===== config.mk =====
export PLATFORM = sky130hd
export DESIGN_NAME = http_chunked_response_decoder
export DESIGN_NICKNAME = d
export VERILOG_FILES = /design/src/rtl/hcrd_pkg.sv /design/src/rtl/http_chunked_response_decoder.sv
export SDC_FILE = /design/constraint.sdc
export NUM_CORES = 1
export LEC_CHECK = 0
export ABC_CLOCK_PERIOD_IN_PS = 2650
export BUFFER_PORTS_ARGS = -buffer_cell sky130_fd_sc_hd__buf_2
export CAP_MARGIN = 25
export CORE_UTILIZATION = 55
export DETAILED_ROUTE_END_ITERATION = 16
export PLACE_DENSITY = 0.76
export SLEW_MARGIN = 20
export SYNTH_ARGS = -nofsm -noshare
export SYNTH_HDL_FRONTEND = slang
export SYNTH_SLANG_ARGS = --single-unit
export TNS_END_PERCENT = 50

===== constraint.sdc =====
create_clock -name aclk -period 2.65 [get_ports aclk]
set_input_delay 0.1325 -clock aclk [delete_from_list [all_inputs] [get_ports aclk]]
set_output_delay 0.1325 -clock aclk [all_outputs]
set_load 0.01 [all_outputs]

===== src/rtl/hcrd_pkg.sv =====
`timescale 1ns / 1ps
// ----------------------------------------------------------------------------
// hcrd_pkg
// Shared types, character codes and result kinds for the chunked decoder.
// ----------------------------------------------------------------------------
package hcrd_pkg;

    localparam int CHUNK_SIZE_BITS_DEF = 16;

    typedef logic [1:0] kind_t;

    localparam kind_t KIND_DATA      = 2'd0;
    localparam kind_t KIND_OK        = 2'd1;
    localparam kind_t KIND_MALFORMED = 2'd2;
    localparam kind_t KIND_RESERVED  = 2'd3;

    localparam logic [7:0] CH_CR   = 8'h0D;
    localparam logic [7:0] CH_LF   = 8'h0A;
    localparam logic [7:0] CH_SP   = 8'h20;
    localparam logic [7:0] CH_TWO  = 8'h32;
    localparam logic [7:0] CH_ZERO = 8'h30;

    typedef struct packed {
        logic       valid;
        logic [3:0] value;
    } hex_digit_t;

    function automatic hex_digit_t hex_decode(input logic [7:0] b);
        hex_digit_t d;
        d.valid = 1'b1;
        d.value = 4'd0;
        if (b >= 8'h30 && b <= 8'h39) begin
            d.value = 4'(b - 8'h30);
        end else if (b >= 8'h41 && b <= 8'h46) begin
            d.value = 4'(b - 8'h41 + 8'd10);
        end else if (b >= 8'h61 && b <= 8'h66) begin
            d.value = 4'(b - 8'h61 + 8'd10);
        end else begin
            d.valid = 1'b0;
        end
        return d;
    endfunction

endpackage


===== src/rtl/http_chunked_response_decoder.sv =====
`timescale 1ns / 1ps
// ----------------------------------------------------------------------------
// http_chunked_response_decoder
// Checks an HTTP status line, skips headers, dechunks the body and reports
// a verdict on the last byte of each response.
// The input register loads when a byte is accepted; the result register loads
// that byte's result, if any, when it is processed, and a result stall can hold
// the byte in between. Throughput: one byte per cycle while the result side is
// not stalled, set by the single state update between the two registers.
// Reset: synchronous, active low; returns to status line start, both
// register stages empty.
// ----------------------------------------------------------------------------
module http_chunked_response_decoder
    import hcrd_pkg::*;
#(
    parameter int CHUNK_SIZE_BITS = CHUNK_SIZE_BITS_DEF
) (
    input  logic       aclk,
    input  logic       aresetn,
    input  logic       s_tvalid,
    output logic       s_tready,
    input  logic [7:0] s_tdata,   // [7:0] in_byte
    input  logic       s_tlast,
    output logic       m_tvalid,
    input  logic       m_tready,
    output logic [7:0] m_tdata,   // [7:0] out_data
    output logic [1:0] m_tuser    // [1:0] out_kind
);

    localparam int W = CHUNK_SIZE_BITS;

    localparam logic [3:0] PH_ST_PRE  = 4'd0;
    localparam logic [3:0] PH_ST_CODE = 4'd1;
    localparam logic [3:0] PH_ST_REST = 4'd2;
    localparam logic [3:0] PH_HDR     = 4'd3;
    localparam logic [3:0] PH_SZ      = 4'd4;
    localparam logic [3:0] PH_SZ_EXT  = 4'd5;
    localparam logic [3:0] PH_SZ_CR   = 4'd6;
    localparam logic [3:0] PH_DATA    = 4'd7;
    localparam logic [3:0] PH_TRAIL1  = 4'd8;
    localparam logic [3:0] PH_TRAIL2  = 4'd9;
    localparam logic [3:0] PH_ZTAIL   = 4'd10;
    localparam logic [3:0] PH_DONE    = 4'd11;
    localparam logic [3:0] PH_DRAIN   = 4'd12;

    logic         in_valid_reg;
    logic [7:0]   in_byte_reg;
    logic         in_last_reg;

    logic [3:0]   phase_reg,      phase_next;
    logic [2:0]   pos_reg,        pos_next;
    logic [1:0]   hem_reg,        hem_next;
    logic [W-1:0] acc_reg,        acc_next;
    logic         seen_reg,       seen_next;
    logic [W-1:0] left_reg,       left_next;
    logic         bad_reg,        bad_next;

    logic         out_valid_reg,  out_valid_next;
    logic [7:0]   out_data_reg,   out_data_next;
    kind_t        out_kind_reg,   out_kind_next;

    logic         out_free;
    logic         proc;
    logic         emit;
    logic [W-1:0] left_dec;
    hex_digit_t   hd;

    assign out_free = !out_valid_reg || m_tready;
    assign proc     = in_valid_reg && out_free;
    assign s_tready = !in_valid_reg || out_free;
    assign hd       = hex_decode(in_byte_reg);
    assign left_dec = left_reg - W'(1);

    always_comb begin
        phase_next     = phase_reg;
        pos_next       = pos_reg;
        hem_next       = hem_reg;
        acc_next       = acc_reg;
        seen_next      = seen_reg;
        left_next      = left_reg;
        bad_next       = bad_reg;
        emit           = 1'b0;

        unique case (phase_reg)
            PH_ST_PRE: begin
                if (in_byte_reg == CH_SP) begin
                    phase_next = PH_ST_CODE;
                    pos_next   = 3'd0;
                end else if (in_byte_reg == CH_LF && hem_reg == 2'd1) begin
                    bad_next   = 1'b1;
                    phase_next = PH_DRAIN;
                end else begin
                    hem_next = {1'b0, in_byte_reg == CH_CR};
                end
            end
            PH_ST_CODE: begin
                if (pos_reg < 3'd3) begin
                    if (in_byte_reg != ((pos_reg == 3'd0) ? CH_TWO : CH_ZERO)) begin
                        bad_next   = 1'b1;
                        phase_next = PH_DRAIN;
                    end else begin
                        pos_next = pos_reg + 3'd1;
                    end
                end else if (pos_reg == 3'd3) begin
                    if (in_byte_reg == CH_CR) begin
                        pos_next = 3'd4;
                    end else begin
                        phase_next = PH_ST_REST;
                        hem_next   = 2'd0;
                    end
                end else begin
                    if (in_byte_reg == CH_LF) begin
                        bad_next   = 1'b1;
                        phase_next = PH_DRAIN;
                    end else begin
                        phase_next = PH_ST_REST;
                        hem_next   = {1'b0, in_byte_reg == CH_CR};
                    end
                end
            end
            PH_ST_REST: begin
                if (in_byte_reg == CH_LF && hem_reg == 2'd1) begin
                    phase_next = PH_HDR;
                    hem_next   = 2'd0;
                end else begin
                    hem_next = {1'b0, in_byte_reg == CH_CR};
                end
            end
            PH_HDR: begin
                if (in_byte_reg == (hem_reg[0] ? CH_LF : CH_CR)) begin
                    if (hem_reg == 2'd3) begin
                        phase_next = PH_SZ;
                        hem_next   = 2'd0;
                        acc_next   = '0;
                        seen_next  = 1'b0;
                    end else begin
                        hem_next = hem_reg + 2'd1;
                    end
                end else begin
                    hem_next = {1'b0, in_byte_reg == CH_CR};
                end
            end
            PH_SZ: begin
                if (hd.valid) begin
                    if (acc_reg[W-1:W-4] != 4'd0) begin
                        bad_next   = 1'b1;
                        phase_next = PH_DRAIN;
                    end else begin
                        acc_next  = {acc_reg[W-5:0], hd.value};
                        seen_next = 1'b1;
                    end
                end else if (in_byte_reg == CH_SP) begin
                    if (!seen_reg) begin
                        bad_next   = 1'b1;
                        phase_next = PH_DRAIN;
                    end else begin
                        phase_next = PH_SZ_EXT;
                        hem_next   = 2'd0;
                    end
                end else if (in_byte_reg == CH_CR) begin
                    phase_next = PH_SZ_CR;
                end else begin
                    bad_next   = 1'b1;
                    phase_next = PH_DRAIN;
                end
            end
            PH_SZ_EXT, PH_SZ_CR: begin
                if ((phase_reg == PH_SZ_EXT && in_byte_reg == CH_LF && hem_reg == 2'd1) ||
                    (phase_reg == PH_SZ_CR && in_byte_reg == CH_LF)) begin
                    if (!seen_reg) begin
                        bad_next   = 1'b1;
                        phase_next = PH_DRAIN;
                    end else begin
                        if (acc_reg == '0) begin
                            phase_next = PH_ZTAIL;
                        end else begin
                            left_next  = acc_reg;
                            phase_next = PH_DATA;
                        end
                        acc_next  = '0;
                        seen_next = 1'b0;
                    end
                end else if (phase_reg == PH_SZ_EXT) begin
                    hem_next = {1'b0, in_byte_reg == CH_CR};
                end else begin
                    bad_next   = 1'b1;
                    phase_next = PH_DRAIN;
                end
            end
            PH_DATA: begin
                emit      = 1'b1;
                left_next = left_dec;
                if (left_dec == '0) begin
                    phase_next = PH_TRAIL1;
                end
            end
            PH_TRAIL1: phase_next = PH_TRAIL2;
            PH_TRAIL2: begin
                phase_next = PH_SZ;
                acc_next   = '0;
                seen_next  = 1'b0;
            end
            PH_ZTAIL: phase_next = PH_DONE;
            default: ;
        endcase

        out_valid_next = out_valid_reg && !m_tready;
        out_data_next  = out_data_reg;
        out_kind_next  = out_kind_reg;

        if (proc && in_last_reg) begin
            out_valid_next = 1'b1;
            out_data_next  = 8'd0;
            out_kind_next  = (phase_next == PH_DONE && !bad_next) ? KIND_OK : KIND_MALFORMED;
            phase_next     = PH_ST_PRE;
            pos_next       = 3'd0;
            hem_next       = 2'd0;
            acc_next       = '0;
            seen_next      = 1'b0;
            left_next      = '0;
            bad_next       = 1'b0;
        end else if (proc && emit) begin
            out_valid_next = 1'b1;
            out_data_next  = in_byte_reg;
            out_kind_next  = KIND_DATA;
        end
    end

    always_ff @(posedge aclk) begin
        if (!aresetn) begin
            in_valid_reg  <= 1'b0;
            out_valid_reg <= 1'b0;
            phase_reg     <= PH_ST_PRE;
            pos_reg       <= 3'd0;
            hem_reg       <= 2'd0;
            acc_reg       <= '0;
            seen_reg      <= 1'b0;
            left_reg      <= '0;
            bad_reg       <= 1'b0;
        end else begin
            if (s_tready) begin
                in_valid_reg <= s_tvalid;
            end
            out_valid_reg <= out_valid_next;
            if (proc) begin
                phase_reg <= phase_next;
                pos_reg   <= pos_next;
                hem_reg   <= hem_next;
                acc_reg   <= acc_next;
                seen_reg  <= seen_next;
                left_reg  <= left_next;
                bad_reg   <= bad_next;
            end
        end
    end

    always_ff @(posedge aclk) begin
        if (s_tready && s_tvalid) begin
            in_byte_reg <= s_tdata;
            in_last_reg <= s_tlast;
        end
        out_data_reg <= out_data_next;
        out_kind_reg <= out_kind_next;
    end

    assign m_tvalid = out_valid_reg;
    assign m_tdata  = out_data_reg;
    assign m_tuser  = out_kind_reg;

    a_kind_legal: assert property (@(posedge aclk) disable iff (!aresetn)
        m_tvalid |-> m_tuser != KIND_RESERVED)
        else $error("reserved result kind");

    a_verdict_data_zero: assert property (@(posedge aclk) disable iff (!aresetn)
        (m_tvalid && m_tuser != KIND_DATA) |-> m_tdata == 8'd0)
        else $error("verdict carries nonzero data");

    a_bad_drains: assert property (@(posedge aclk) disable iff (!aresetn)
        bad_reg |-> phase_reg == PH_DRAIN)
        else $error("malformed flag outside drain phase");

    a_data_nonzero_left: assert property (@(posedge aclk) disable iff (!aresetn)
        phase_reg == PH_DATA |-> left_reg != '0)
        else $error("data phase with empty chunk count");

endmodule


==> flow_metrics.py <==
metrics = {
    "pwr": {
        "power_frac_seq_pct": 47.9,
        "switching_share_pct": 25.9,
        "p_sw_uw": 550,
        "combPwrFrac_pct": 7.8,
        "pwr-share-clk_pct": 44.3,
        "report.power.total_uw": 2130,
        "intPower_uw": 1580,
        "ir_drop_mv": 0.372,
        "power.density_nw_per_um2": 410,
        "power_leakage_uw": 0.00197,
    },
    "synth": {
        "yosysTopAreaCell": "dfxtp_1",
        "synth_area_per_cell_um2": 8.05,
        "synth_most_common_cell": "nand2_1",
        "syn_nets": 530,
        "synth.top_cell.area_share_pct": 26.0,
        "ys_async_sr_fraction_pct": 0,
        "yosysUniqueCellTypes": 80,
        "ys_dominant_reg_cell": "dfxtp_1",
        "synth_edf_count": 11,
        "netlist_instances": 506,
        "synth_area_leaders": "dfxtp_1 26%, edfxtp_1 8.1%, a21oi_1 7.0%",
        "synth_seq_cells": 64,
        "synth_commonest_cells": "58 x nand2_1, 57 x a21oi_1, 53 x dfxtp_1",
        "seq_area_frac_synth_pct": 34.1,
        "synth_area_um2": 4080,
        "yosys_warnings": 0,
    },
    "detailed_routing": {
        "route.vias.total": 4356,
        "dr.first_iter.drc_count": 442,
        "dr.pass1.iters": 8,
        "drt-total-wl_mm": 13.0,
        "drc": 0,
        "ant_nets": 0,
        "viasPerCell": 6.30,
        "wl_per_cell_um": 18.8,
    },
    "sta": {
        "finalSetupTns_ns": -0.0348,
        "period_needed_ns": 2.68,
        "fin_worst_skew_ns": 0.0185,
        "setup_ws_ns": -0.0348,
        "setup_viol": 1,
        "max_freq_mhz": 372,
        "final-max-slew-violation-count": 0,
        "post-route-period-util_pct": 101,
        "worstMarginPinSlew_ns": 0.580,
        "hold_viol_final": 0,
        "slew_headroom_pct": 60.9,
        "rsz0062_at_grt": "true",
    },
    "setup_path": {
        "worstSetupPathType": "reg -> reg",
        "start_kind": "register",
        "critPathMaxFanout": 5,
        "cp_cell_sequence": "inv_2, buf_6, ha_4, nor4b_4, buf_4, nand3_4, o31ai_4, o221ai_2, o21a_1, or2_1, o31a_1",
        "worstPathArrival_ns": 2.79,
        "crit_path_top_delay_cell": "edfxtp_1",
        "worstPathRequired_ns": 2.75,
        "cpPeakStageDelay_ns": 0.46,
        "cp_top_family": "compound AO/OA/AOI/OAI gates",
        "cp-end-kind": "register",
        "path_buf_inv": 3,
    },
    "placement": {
        "pre_cts_ws_ns": -0.182,
        "placed_area_um2": 4610,
        "gp_congestion": 0.951,
        "portBuffers": 24,
        "hpwl_mm": 8.77,
    },
    "final_layout": {
        "fin_area_um2": 5180,
        "fin_nets": 611,
        "syn2layout_area_growth_pct": 27.1,
        "final_util_pct": 71.8,
        "multi_input_area_um2": 2660,
        "register_area_um2": 1390,
        "fill_cells": 554,
        "n_antenna_cell": 0,
        "layout-drive-gt1-share_pct": 24.8,
    },
    "die": {
        "initial_core_util_pct": 56.5,
        "core-area_um2": 7210,
        "num_rows": 31,
        "die_y_um": 88.1,
        "die_area_um2": 7760,
        "io_pins": 25,
        "die_x_um": 88.1,
    },
    "clocking": {
        "clk_path_buf_depth": 2,
        "cts-buffers-inserted": 9,
        "insertion_delay_ns": 0.35,
        "htreeDepth": 3,
        "cts_tree": "done",
        "clockRootBuffer": "clkbuf_8",
        "clock-sinks": 64,
        "path_clk_slew_ns": 0.08,
    },
    "global_routing": {
        "grt_overflow": 0,
        "grt_use_total_pct": 33.7,
        "grt_first_pass_wirelength_mm": 19.8,
        "grt_max_degree": 27,
        "grt_pass1_vias": 3962,
        "grt_antenna_before_repair": 0,
    },
    "run": {
        "max-cap-violations": 0,
    },
    "min_path": {
        "holdCritPathClass": "in -> reg",
    },
    "run_status": {
        "violations": "setup timing",
        "status": "finished with violations",
    },
}
==> power groups by stage <==
stage / registers (µW) / logic, µW / clock network, µW
finish: 1020 / 166 / 942
global route: 1020 / 175 / 995
CTS: 1020 / 140 / 951
detailed placement: 1040 / 125 / 0
global placement: 1040 / 122 / 0
floorplan: 1040 / 73.0 / 0
==> final cells by class <==
class / instances / share of cell area, %
inverter: 18 / 1.30
sequential: 64 / 26.9
multi-input combinational: 394 / 51.4
tap: 99 / 2.39
clock buffer: 10 / 2.87
timing repair buffer: 100 / 13.8
clock inverter: 6 / 1.35
==> cells by family after synthesis <==
| group | share of synthesized area, % |
|---|---|
| AO/OA/AOI/OAI | 20.8 |
| XOR/XNOR | 2.79 |
| adder cells (fa/ha/maj) | 3.38 |
| buffers and inverters | 5.16 |
| flip-flops | 34.1 |
| multiplexers | 2.95 |
| AND/OR/NAND/NOR | 30.7 |
==> stage by stage <==
stage / instances / hold slack [ns]
after global routing: 691 / 0.0161
after global placement: 657 / 0.309
after floorplan: 506 / 0.231
after CTS: 684 / 0.00321
after detailed placement: 657 / 0.311
final: 691 / 0.0282
==> path summary, 6_finish.rpt <==
| kind | slack [ns] | start | to | cells past startpoint |
|---|---|---|---|---|
| max reg2reg | -0.03 | in_byte_reg[0] | m_tuser[1] | 11 |
| min | 0.03 | s_tvalid | in_valid_reg | 3 |
| max | -0.03 | in_byte_reg[0] | m_tuser[1] | 11 |
| min reg2reg | 0.47 | bad_reg | bad_reg | 2 |
==> metal layers <==
metal | up-vias | track usage [%] | wire, µm
li1 | 2022 | - | -
met2 | 195 | 54.9 | 6210
met4 | 0 | 13.6 | 425
met1 | 2100 | 44.0 | 5580
met3 | 39 | 6.60 | 806
met5 | - | 0 | 0
==> repair_timing <==
item,CTS,global route
endpoints found under the setup margin,6,32
hold buffers,9,0
buffers inserted,2,7
resized for setup,9,27
hold endpoints to repair,9,0
pin swaps,3,11
==> placed cells by master, fill, tap and decap left out, drive strengths merged, types with 3 or more instances in the layout <==
cell,n
or2,3
o22ai,3
nor2b,8
o2111ai,6
inv,20
and3,3
and2,7
a21boi,4
nor4,16
or3,11
o311ai,3
dlygate4sd3,9
o31ai,3
a21oi,57
a31oi,5
xnor2,9
ha,11
o21ai,16
a2111oi,3
nor2,45
nand4,9
o21a,4
clkinv,3
edfxtp,11
buf,91
nor3,14
clkbuf,10
mux2i,12
o211ai,4
dfxtp,53
and4bb,5
o221ai,4
nand2b,5
nand2,58
xor2,4
nor3b,3
or3b,3
nand3,30
==> worst register-to-register path, stage by stage (launching register included) <==
cell and delay, ns:
edfxtp_1 0.46, inv_2 0.11, buf_6 0.11, ha_4 0.13
nor4b_4 0.19, buf_4 0.19, nand3_4 0.09, o31ai_4 0.28
o221ai_2 0.13, o21a_1 0.21, or2_1 0.25, o31a_1 0.27
Power figures use the tool's default switching activity.
